$ cat src/design/cfp_pkg.sv
// Shared constants and types for the control frame packer.
// Used by cfp_framer, cfp_cell, the top level and its checker.
`default_nettype none

package cfp_pkg;

  localparam int unsigned FRAME_LEN   = 13;
  localparam int unsigned PAYLOAD_LEN = 8;
  localparam int unsigned IDX_W       = 2;

  localparam logic [7:0] SYNC_BYTE = 8'h55;
  localparam logic [7:0] ESC_BYTE  = 8'h56;

  // Configuration register indexes
  localparam logic [IDX_W-1:0] REG_FRAME_MODE = 2'd0;
  localparam logic [IDX_W-1:0] REG_LATITUDE   = 2'd1;
  localparam logic [IDX_W-1:0] REG_LONGITUDE  = 2'd2;
  localparam logic [IDX_W-1:0] REG_SEND_EN    = 2'd3;

  // Contents of one cell of the output chain
  typedef struct packed {
    logic       vld;
    logic       last;
    logic [7:0] data;
  } slot_t;

  typedef logic [FRAME_LEN-1:0][7:0] frame_t;

endpackage

`default_nettype wire

$ cat src/design/cfp_framer.sv
// Builds the thirteen frame bytes of one tick: sync, header, escaped payload,
// escape map and checksum. Depends on cfp_pkg.
`default_nettype none

module cfp_framer (
  input  wire logic               frame_mode_i,
  input  wire logic [31:0]        latitude_i,
  input  wire logic [31:0]        longitude_i,
  input  wire logic [15:0]        right_stick_x_i,
  input  wire logic [15:0]        right_stick_y_i,
  input  wire logic [15:0]        left_stick_x_i,
  input  wire logic [15:0]        left_stick_y_i,
  input  wire logic               button_a_i,
  input  wire logic               button_b_i,
  input  wire logic               button_x_i,
  input  wire logic               button_y_i,
  output cfp_pkg::frame_t         frame_o
);

  logic [cfp_pkg::PAYLOAD_LEN-1:0][7:0] raw;
  logic [cfp_pkg::PAYLOAD_LEN-1:0][7:0] esc;
  logic [7:0]                           header;
  logic [7:0]                           esc_map;
  logic [7:0]                           sum;

  assign header = {1'b0, frame_mode_i, 2'b00, button_x_i, button_b_i, button_a_i, button_y_i};

  // Payload byte i goes out i-th, high byte of each word first
  always_comb begin
    if (frame_mode_i) begin
      raw[0] = latitude_i[31:24];
      raw[1] = latitude_i[23:16];
      raw[2] = latitude_i[15:8];
      raw[3] = latitude_i[7:0];
      raw[4] = longitude_i[31:24];
      raw[5] = longitude_i[23:16];
      raw[6] = longitude_i[15:8];
      raw[7] = longitude_i[7:0];
    end else begin
      raw[0] = right_stick_x_i[15:8];
      raw[1] = right_stick_x_i[7:0];
      raw[2] = right_stick_y_i[15:8];
      raw[3] = right_stick_y_i[7:0];
      raw[4] = left_stick_x_i[15:8];
      raw[5] = left_stick_x_i[7:0];
      raw[6] = left_stick_y_i[15:8];
      raw[7] = left_stick_y_i[7:0];
    end
  end

  // Replace sync look-alikes and mark them, first payload byte in bit 7
  always_comb begin
    esc_map = '0;
    for (int i = 0; i < cfp_pkg::PAYLOAD_LEN; i++) begin
      if (raw[i] == cfp_pkg::SYNC_BYTE) begin
        esc[i] = cfp_pkg::ESC_BYTE;
        esc_map[cfp_pkg::PAYLOAD_LEN-1-i] = 1'b1;
      end else begin
        esc[i] = raw[i];
      end
    end
  end

  always_comb begin
    sum = header ^ esc_map;
    for (int i = 0; i < cfp_pkg::PAYLOAD_LEN; i++) begin
      sum = sum ^ esc[i];
    end
  end

  always_comb begin
    frame_o[0] = cfp_pkg::SYNC_BYTE;
    frame_o[1] = cfp_pkg::SYNC_BYTE;
    frame_o[2] = header;
    for (int i = 0; i < cfp_pkg::PAYLOAD_LEN; i++) begin
      frame_o[3+i] = esc[i];
    end
    frame_o[cfp_pkg::FRAME_LEN-2] = esc_map;
    frame_o[cfp_pkg::FRAME_LEN-1] = sum;
  end

endmodule

`default_nettype wire

$ cat src/design/cfp_cell.sv
// One cell of the output chain: holds one frame byte, loads in parallel,
// and takes its neighbor's byte on an advance without a load. Depends on cfp_pkg.
`default_nettype none

module cfp_cell (
  input  wire logic           clk_i,
  input  wire logic           rst_ni,
  input  wire logic           load_i,
  input  wire logic           shift_i,
  input  wire cfp_pkg::slot_t load_slot_i,
  input  wire cfp_pkg::slot_t nbr_slot_i,
  output cfp_pkg::slot_t      slot_o
);

  logic       vld_q;
  logic       last_q;
  logic [7:0] data_q;

  always_ff @(posedge clk_i or negedge rst_ni) begin
    if (!rst_ni) begin
      vld_q <= 1'b0;
    end else if (load_i) begin
      vld_q <= load_slot_i.vld;
    end else if (shift_i) begin
      vld_q <= nbr_slot_i.vld;
    end
  end

  always_ff @(posedge clk_i) begin
    if (load_i) begin
      last_q <= load_slot_i.last;
      data_q <= load_slot_i.data;
    end else if (shift_i) begin
      last_q <= nbr_slot_i.last;
      data_q <= nbr_slot_i.data;
    end
  end

  assign slot_o = '{vld: vld_q, last: last_q, data: data_q};

endmodule

`default_nettype wire

$ cat src/design/control_frame_packer_top.sv
// Control frame packer: one tick in, one 13-byte framed message out while send_en is set.
// The first byte is registered and valid in the cycle after the tick transfer.
// Output: one byte per cycle while m_axis_tready is high. A new tick is taken only
// when the 13-cell output chain, which empties one byte per output transfer, is empty or its final byte leaves.
// Reset: rst_ni is asynchronous, active low; config registers read 0, chain empty.
// Depends on cfp_pkg, cfp_framer and cfp_cell.
`default_nettype none

module control_frame_packer_top (
  input  wire logic                      clk_i,
  input  wire logic                      rst_ni,
  // Configuration write channel
  input  wire logic                      cfg_valid_i,
  output logic                           cfg_ready_o,
  input  wire logic [cfp_pkg::IDX_W-1:0] cfg_index_i,
  input  wire logic [31:0]               cfg_data_i,
  // Tick input stream
  input  wire logic                      s_axis_tvalid,
  output logic                           s_axis_tready,
  // tdata, low bit up: right_stick_x[15:0], right_stick_y[31:16],
  // left_stick_x[47:32], left_stick_y[63:48], button_a[64], button_b[65],
  // button_x[66], button_y[67], zero fill [71:68]
  input  wire logic [71:0]               s_axis_tdata,
  // Frame byte output stream
  output logic                           m_axis_tvalid,
  input  wire logic                      m_axis_tready,
  // tdata: frame_byte[7:0]
  output logic [7:0]                     m_axis_tdata,
  // tlast: last_byte, set on the checksum byte
  output logic                           m_axis_tlast
);

  localparam int unsigned N = cfp_pkg::FRAME_LEN;

  // Configuration registers
  logic        frame_mode_q;
  logic [31:0] latitude_q;
  logic [31:0] longitude_q;
  logic        send_en_q;

  // Writes land at any time; the block uses them only when it takes a tick.
  assign cfg_ready_o = 1'b1;

  always_ff @(posedge clk_i or negedge rst_ni) begin
    if (!rst_ni) begin
      frame_mode_q <= 1'b0;
      latitude_q   <= '0;
      longitude_q  <= '0;
      send_en_q    <= 1'b0;
    end else if (cfg_valid_i) begin
      case (cfg_index_i)
        cfp_pkg::REG_FRAME_MODE: frame_mode_q <= cfg_data_i[0];
        cfp_pkg::REG_LATITUDE:   latitude_q   <= cfg_data_i;
        cfp_pkg::REG_LONGITUDE:  longitude_q  <= cfg_data_i;
        cfp_pkg::REG_SEND_EN:    send_en_q    <= cfg_data_i[0];
        default: ;
      endcase
    end
  end

  // Frame assembly from the tick on the input bus
  cfp_pkg::frame_t frame;

  cfp_framer u_framer (
    .frame_mode_i    (frame_mode_q),
    .latitude_i      (latitude_q),
    .longitude_i     (longitude_q),
    .right_stick_x_i (s_axis_tdata[15:0]),
    .right_stick_y_i (s_axis_tdata[31:16]),
    .left_stick_x_i  (s_axis_tdata[47:32]),
    .left_stick_y_i  (s_axis_tdata[63:48]),
    .button_a_i      (s_axis_tdata[64]),
    .button_b_i      (s_axis_tdata[65]),
    .button_x_i      (s_axis_tdata[66]),
    .button_y_i      (s_axis_tdata[67]),
    .frame_o         (frame)
  );

  // Output chain: cell 0 drives the output, cell i takes cell i+1 on advance.
  cfp_pkg::slot_t slot [N];
  cfp_pkg::slot_t nbr  [N];
  cfp_pkg::slot_t ld   [N];

  logic shift;
  logic tick_xfer;
  logic load;

  // Advance on every output transfer.
  assign shift = slot[0].vld && m_axis_tready;

  // Take a tick when the chain is empty, or when only the final byte sits
  // in cell 0 and leaves this cycle, so frames follow without a gap.
  assign s_axis_tready = !slot[1].vld && (!slot[0].vld || m_axis_tready);
  assign tick_xfer     = s_axis_tvalid && s_axis_tready;
  // Drop the tick when sending is off.
  assign load          = tick_xfer && send_en_q;

  for (genvar g = 0; g < N; g++) begin : g_chain
    assign ld[g] = '{vld: 1'b1, last: (g == N - 1), data: frame[g]};
    if (g == N - 1) begin : g_tail
      assign nbr[g] = '{vld: 1'b0, last: 1'b0, data: 8'h00};
    end else begin : g_body
      assign nbr[g] = slot[g+1];
    end

    cfp_cell u_cell (
      .clk_i       (clk_i),
      .rst_ni      (rst_ni),
      .load_i      (load),
      .shift_i     (shift),
      .load_slot_i (ld[g]),
      .nbr_slot_i  (nbr[g]),
      .slot_o      (slot[g])
    );
  end

  assign m_axis_tvalid = slot[0].vld;
  assign m_axis_tdata  = slot[0].data;
  assign m_axis_tlast  = slot[0].last;

endmodule

`default_nettype wire

$ cat config.mk
export PLATFORM = sky130hd
export DESIGN_NAME = control_frame_packer_top
export DESIGN_NICKNAME = d
export VERILOG_FILES = /design/src/design/cfp_pkg.sv /design/src/design/cfp_framer.sv /design/src/design/cfp_cell.sv /design/src/design/control_frame_packer_top.sv
export SDC_FILE = /design/constraint.sdc
export NUM_CORES = 1
export LEC_CHECK = 0
export BUFFER_PORTS_ARGS = -buffer_cell sky130_fd_sc_hd__buf_2
export CAP_MARGIN = 20
export CORE_ASPECT_RATIO = 0.8
export CORE_MARGIN = 2
export CORE_UTILIZATION = 58
export CTS_BUF_LIST = sky130_fd_sc_hd__clkbuf_16
export CTS_CLUSTER_SIZE = 30
export DETAILED_ROUTE_END_ITERATION = 12
export PLACE_DENSITY = 0.8
export SLEW_MARGIN = 20
export SYNTH_ARGS = -nofsm -noshare
export SYNTH_HDL_FRONTEND = slang
export SYNTH_SLANG_ARGS = --single-unit
$ cat constraint.sdc
create_clock -name clk_i -period 4.1 [get_ports clk_i]
set_clock_uncertainty 0.1 [all_clocks]
set_input_delay 0.82 -clock clk_i [delete_from_list [all_inputs] [get_ports clk_i]]
set_output_delay 0.82 -clock clk_i [all_outputs]
set_load 0.02 [all_outputs]
==> reports/metrics.cfg, run 1 <==
[floorplanning]
fp.dieW_um = 149
die_y_um = 120
die_area_mm2 = 0.0178
ioPinCount = 123
core-area_mm2 = 0.0165
num_rows = 42
initial_core_util_pct = 59.0

[logic_synthesis]
postSynthCellCount = 917
synth_edf_count = 85
syn_nets = 1028
seq_area_frac_synth_pct = 53.1
syn-cell-area_mm2 = 0.00973
synthFlopType = edfxtp_1
synth_warnings = 0
syn_area_per_cell_um2 = 10.6
netlist-cell-type-count = 53
synthArstFlopShare_pct = 40.3
synth_seq_cells = 196

[run]
maxCapViolCount = 0

[placed_design]
hpwl_mm = 18.4
gp_congestion = 0.936
io_buffer_count = 117

[clocking]
cts_tree = done
path_clk_slew_ns = 0.08
ctsLongestPathBuffers = 2
ctsHtreeMaxLevel = 4
insertion_delay_ns = 0.44
cts_resized = 0
cts-root-buf = clkbuf_16
cts_buffers = 17
holdBufCountCts = 0
cts_sinks = 196
cts_setup_buffers = 0

[worst_setup_path]
crit_path_max_incr_delay_ns = 0.89
cp.arrival_ns = 3.25
critical-path-slowest-cell = dfrtp_4
cp.buffers_inverters = 1
worst_setup_path_start_kind = flop
worst-setup-path-type = flop to flop
cpLargestDelayFamily = flip-flops
crit_chain = buf_4 > nor3_1 > o21ai_0 > a211oi_1 > a211oi_1 > xnor3_1 > mux2i_1
crit_path_max_fanout = 50
worstSetupEndpointType = flop
reg2reg_from = frame_mode_q
crit_required_ns = 4.20
cpMostUsedCell = a211oi_1
startpoint = frame_mode_q

[sta]
max_freq_mhz = 317
fin_crit_sh_pct = 76.9
setup_violations = 0
fin_tns_setup_ns = 0
maxSlewViolCount = 0
timing.final.hold_violations = 0
rsz0062_at_grt = no
timing.final.crit_period_ns = 3.15
worst_pin_slew_ns = 0.765
slew_headroom_pct = 49.0

[grt]
antenna_found_initial = 0
grt_pass1_vias = 6971
gr-total-overflow = 0
grt_first_pass_wirelength_mm = 39.5
grt_max_degree = 80
grtUsageTotal_pct = 29.8

[power_and_ir_drop]
power.density_mw_per_mm2 = 612
p_leak_nw = 4.69
finalPower_mw = 6.81
max-vdd-ir-drop_v = 0.000390

[outcome]
outcome = completed

[worst_hold_path]
min_path_type = primary input to async pin

[detailed_routing]
num_vias = 7440
met1Wirelength_mm = 10.9
drt_first_pass_iters = 5
route.detailed.drc = 0
antenna_left = 0
dr_wl_met3_mm = 2.42
vias_per_cell = 5.96
initialDrtViolationCount = 815
wl_mm = 25.6
wl_per_cell_um = 20.6
wl_met2_mm = 11.7
top_layer = met4

[final_layout]
final_cell_mix = 208 x nand2_1, 116 x buf_2, 85 x edfxtp_1
nFillCells = 1271
num_antenna_cells = 0
layout.nets = 1126
drive_above_1_share_pct = 23.8
final_common_cell = nand2_1
fin_util_pct = 67.4
area_growth_pct = 14.3

[cells in the mapped netlist (all sizes together) (6+ instances only)]
cell    instances  area [um^2]
dfxtp          32          641
nand3          37          185
buf            21          140
xor2           23          201
a31oi           8         50.1
mux2           68          766
dfrtp          79         1980
xnor2          54          473
clkbuf         31          116
o21ai          65          325
edfxtp         85         2550
nand2b          6         37.5
nand2         209          785
a21oi          42          210
nor4bb          6         60.1
nor2           36          135
nor4b          12          118
mux2i          51          510
[sequential cells by signal, indices dropped and copies added (netlist names)]
signal / flops
g_chain.u_cell.data_q: 104
latitude_q: 32
longitude_q: 32
g_chain.u_cell.last_q: 13
g_chain.u_cell.vld_q: 13
frame_mode_q: 1
send_en_q: 1
[where the power goes]
group	internal, mW	total (mW)	switching [mW]
combinational	0.805	1.91	1.10
clock	0.860	1.77	0.907
sequential	2.75	3.13	0.378
[worst reg2reg max path: stages (launching register included)]
cell and delay (ns):
dfrtp_4 0.89, buf_4 0.37, nor3_1 0.09, o21ai_0 0.34, a211oi_1 0.16, a211oi_1 0.34
xnor3_1 0.49, mux2i_1 0.13
[final cells by class]
cell class	count	area, um^2	area share (%)
sequential	196	5170	46.5
clock buffer	17	425	3.82
inverter	4	15.0	0.135
tap	220	275	2.47
timing repair buffer	131	709	6.38
multi-input combinational	665	4310	38.8
clock inverter	15	211	1.90
[per-stage QoR]
step / hold WS [ns] / setup WS (ns) / cell area, um^2 / instances
after floorplan: 0.323 / 0.513 / 9740 / 917
after global placement: 0.331 / 1.04 / 10500 / 1216
after detailed placement: 0.336 / 0.969 / 10500 / 1216
after CTS: 0.350 / 0.973 / 11100 / 1248
after global routing: 0.362 / 0.807 / 11100 / 1248
final: 0.303 / 0.948 / 11100 / 1248
[cell families after synthesis]
group,share of synthesized area [%]
AO/OA/AOI/OAI,7.71
buffers and inverters,2.79
flip-flops,53.1
other,0.0385
XOR/XNOR,7.62
multiplexers,13.1
AND/OR/NAND/NOR,15.6
[layer usage]
layer,GRT usage (%),vias to the layer above
met4,8.87,0
met5,0,-
met3,6.46,44
met1,43.9,3630
met2,44.8,362
li1,-,3404
[worst paths after layout]
kind	endpoint	depth (start not counted)	slack, ns
min in group clk_i	g_chain[3].u_cell.last_q	2	0.35
max in group asynchronous	frame_mode_q	1	2.98
hold reg to reg	g_chain[3].u_cell.last_q	2	0.35
setup reg to reg	g_chain[12].u_cell.data_q[1]	7	0.95
setup / recovery	g_chain[12].u_cell.data_q[1]	7	0.95
hold / removal	latitude_q[12]	1	0.30
(Power assumes the default switching activity.)
==> inputs of run 2 (changes only) <==
--- a/config.mk
+++ b/config.mk
@@ -9,11 +9,11 @@
 export CAP_MARGIN = 20
 export CORE_ASPECT_RATIO = 0.8
 export CORE_MARGIN = 2
-export CORE_UTILIZATION = 58
+export CORE_UTILIZATION = 53
 export CTS_BUF_LIST = sky130_fd_sc_hd__clkbuf_16
 export CTS_CLUSTER_SIZE = 30
 export DETAILED_ROUTE_END_ITERATION = 12
-export PLACE_DENSITY = 0.8
+export PLACE_DENSITY = 0.77
 export SLEW_MARGIN = 20
 export SYNTH_ARGS = -nofsm -noshare
 export SYNTH_HDL_FRONTEND = slang
==> constraint.sdc (replaced) <==
create_clock -name clk_i -period 2.55 [get_ports clk_i]
set_clock_uncertainty 0.1 [all_clocks]
set_input_delay 0.51 -clock clk_i [delete_from_list [all_inputs] [get_ports clk_i]]
set_output_delay 0.51 -clock clk_i [all_outputs]
set_load 0.02 [all_outputs]
==> reports/metrics.cfg, run 2 (synthesis gave the netlist of run 1 again) <==
[worst_hold_path]
worstHoldStart = cfg_data_i[15]
min_to = longitude_q[15]
whs_path_depth = 2
min_path_type = primary input to flop

[sta]
rsz0062_at_grt = yes
fin_crit_sh_pct = 100
timing.final.hold_violations = 0
maxSlewViolCount = 0
timing.final.crit_period_ns = 2.55
setup_violations = 0
max_freq_mhz = 392
hold_slack_ns = 0.203
fin_tns_setup_ns = 0
layout_setup_ws_ns = 0.000922
slew_headroom_pct = 59.2
worst_pin_slew_ns = 0.612

[clocking]
insertion_delay_ns = 0.45
ctsLongestPathBuffers = 2
ctsHtreeMaxLevel = 4
cts_buffers = 17
cts_sinks = 196
cts_tree = done
cts-root-buf = clkbuf_16
path_clk_slew_ns = 0.08

[detailed_routing]
num_vias = 7720
wl_per_cell_um = 20.2
vias_per_cell = 5.78
wl_mm = 27.0
drt_first_pass_iters = 5
antenna_left = 0
route.detailed.drc = 0
initialDrtViolationCount = 803

[power_and_ir_drop]
power.density_mw_per_mm2 = 930
clkPwrFrac_pct = 23.7
comb_power_share_pct = 32.2
max-vdd-ir-drop_v = 0.000527
swShare_pct = 34.5
p_sw_mw = 3.87
sequentialPowerShare_pct = 44.2
p_leak_nw = 5.18
p_int_mw = 7.35

[worst_setup_path]
worst_setup_path_start_kind = flop
r2r_setup_slack_ns = 0.0009
worstSetupEndpointType = flop
r2r_cells = 8
cp.arrival_ns = 2.64
reg2reg_from = frame_mode_q
worst-setup-path-type = flop to flop
crit_required_ns = 2.64
crit_path_max_fanout = 14
r2r-end = g_chain[12].u_cell.data_q[1]

[final_layout]
instances_no_fill = 1336
top_regs = g_chain.u_cell.data_q: 104 flops, latitude_q: 32 flops, longitude_q: 32 flops
drive_above_1_share_pct = 32.0
final_area_mm2 = 0.0121
area_growth_pct = 23.9
layout.nets = 1204
largest_reg_flops = 104
final_common_cell = nand2_1
num_antenna_cells = 0
final_cell_mix = 205 x nand2_1, 116 x buf_2, 85 x edfxtp_1
top_register = g_chain.u_cell.data_q

[grt]
grt_pass1_vias = 7217
busiest_layer = met2
gr-total-overflow = 0
grt_max_degree = 82
gr-usage-met1_pct = 41.4
grtUsageTotal_pct = 28.1
antenna_found_initial = 0
met3_usage_pct = 5.27
grt_first_pass_wirelength_mm = 41.0
use_met2_pct = 42.3

[placed_design]
dp_slack_ns = -0.149
gp_congestion = 0.971
hpwl_mm = 19.5
placed_area_mm2 = 0.0111
place_inst = 1288
io_buffer_count = 117

[floorplanning]
fp.dieW_um = 156
ioPinCount = 123
num_rows = 44
initial_core_util_pct = 53.9
die_y_um = 125
die_area_mm2 = 0.0195
core-area_mm2 = 0.0181

[run]
maxCapViolCount = 0

[outcome]
outcome = completed

run 2: cell count changes in the layout (fill, tap and decap cells not counted), sizes merged:
cell,before,now
buf,131,208
inv,15,13
clkinv,4,6
dlygate4sd3,0,1
run 2: worst max-delay path, stage by stage, from the launching register on:
cell,delay (ns)
dfrtp_4,0.52
buf_4,0.20
buf_6,0.19
mux2i_1,0.25
nand3_2,0.16
xor2_2,0.22
xnor2_2,0.19
xnor3_1,0.34
mux2i_1,0.13
run 2: layout make-up:
type | count | area (um^2)
repair buffers | 209 | 1420
well taps | 230 | 288
clock buffers | 17 | 425
flip-flops and latches | 196 | 5170
multi-input cells | 665 | 4570
clock inverters | 15 | 156
fillers | 1342 | 6000
inverters | 4 | 20.0
run 2: worst max-delay path by stage:
| stage | slack [ns] | to | from |
|---|---|---|---|
| 6_report | 0.0009 | g_chain[12].u_cell.data_q[1] | frame_mode_q |
| 5_1_grt | -0.08 | g_chain[12].u_cell.data_q[1] | frame_mode_q |
| 4_1_cts | -0.01 | g_chain[12].u_cell.data_q[1] | frame_mode_q |
| 3_5_place_dp | -0.15 | g_chain[12].u_cell.data_q[1] | s_axis_tdata[57] |
| 3_3_place_gp | -0.04 | g_chain[12].u_cell.data_q[1] | frame_mode_q |
| 2_1_floorplan | 0.08 | g_chain[10].u_cell.data_q[0] | m_axis_tready |
run 2: repair_timing:
item                       in CTS  in global routing
gates cloned                    0                  0
setup endpoints to repair       2                  6
gates resized for setup        13                 43
hold endpoints to repair       20                  0
setup buffers                   2                 15
pin swaps                       5                 18
hold buffers                    1                  0
run 2: power by group through the flow:
stage	logic, mW	clock network (mW)	registers [mW]
after global placement	3.27	0	4.95
final	3.61	2.65	4.95
after global routing	3.93	2.82	5.05
after detailed placement	3.36	0	4.99
after floorplan	2.22	0	4.91
after CTS	3.43	2.68	4.93
run 2: metrics by stage:
| stage | util, % | total power [mW] |
|---|---|---|
| floorplan | - | 7.13 |
| global placement | 61.3 | 8.22 |
| detailed placement | 61.3 | 8.36 |
| CTS | 65.0 | 11.1 |
| global route | 66.8 | 11.8 |
| finish | 66.8 | 11.2 |
run 2: routing by layer:
| metal | wire length, um | up-vias |
|---|---|---|
| li1 | - | 3547 |
| met1 | 11600 | 3724 |
| met2 | 12300 | 401 |
| met3 | 2370 | 48 |
| met4 | 710 | 0 |
| met5 | 0 | - |
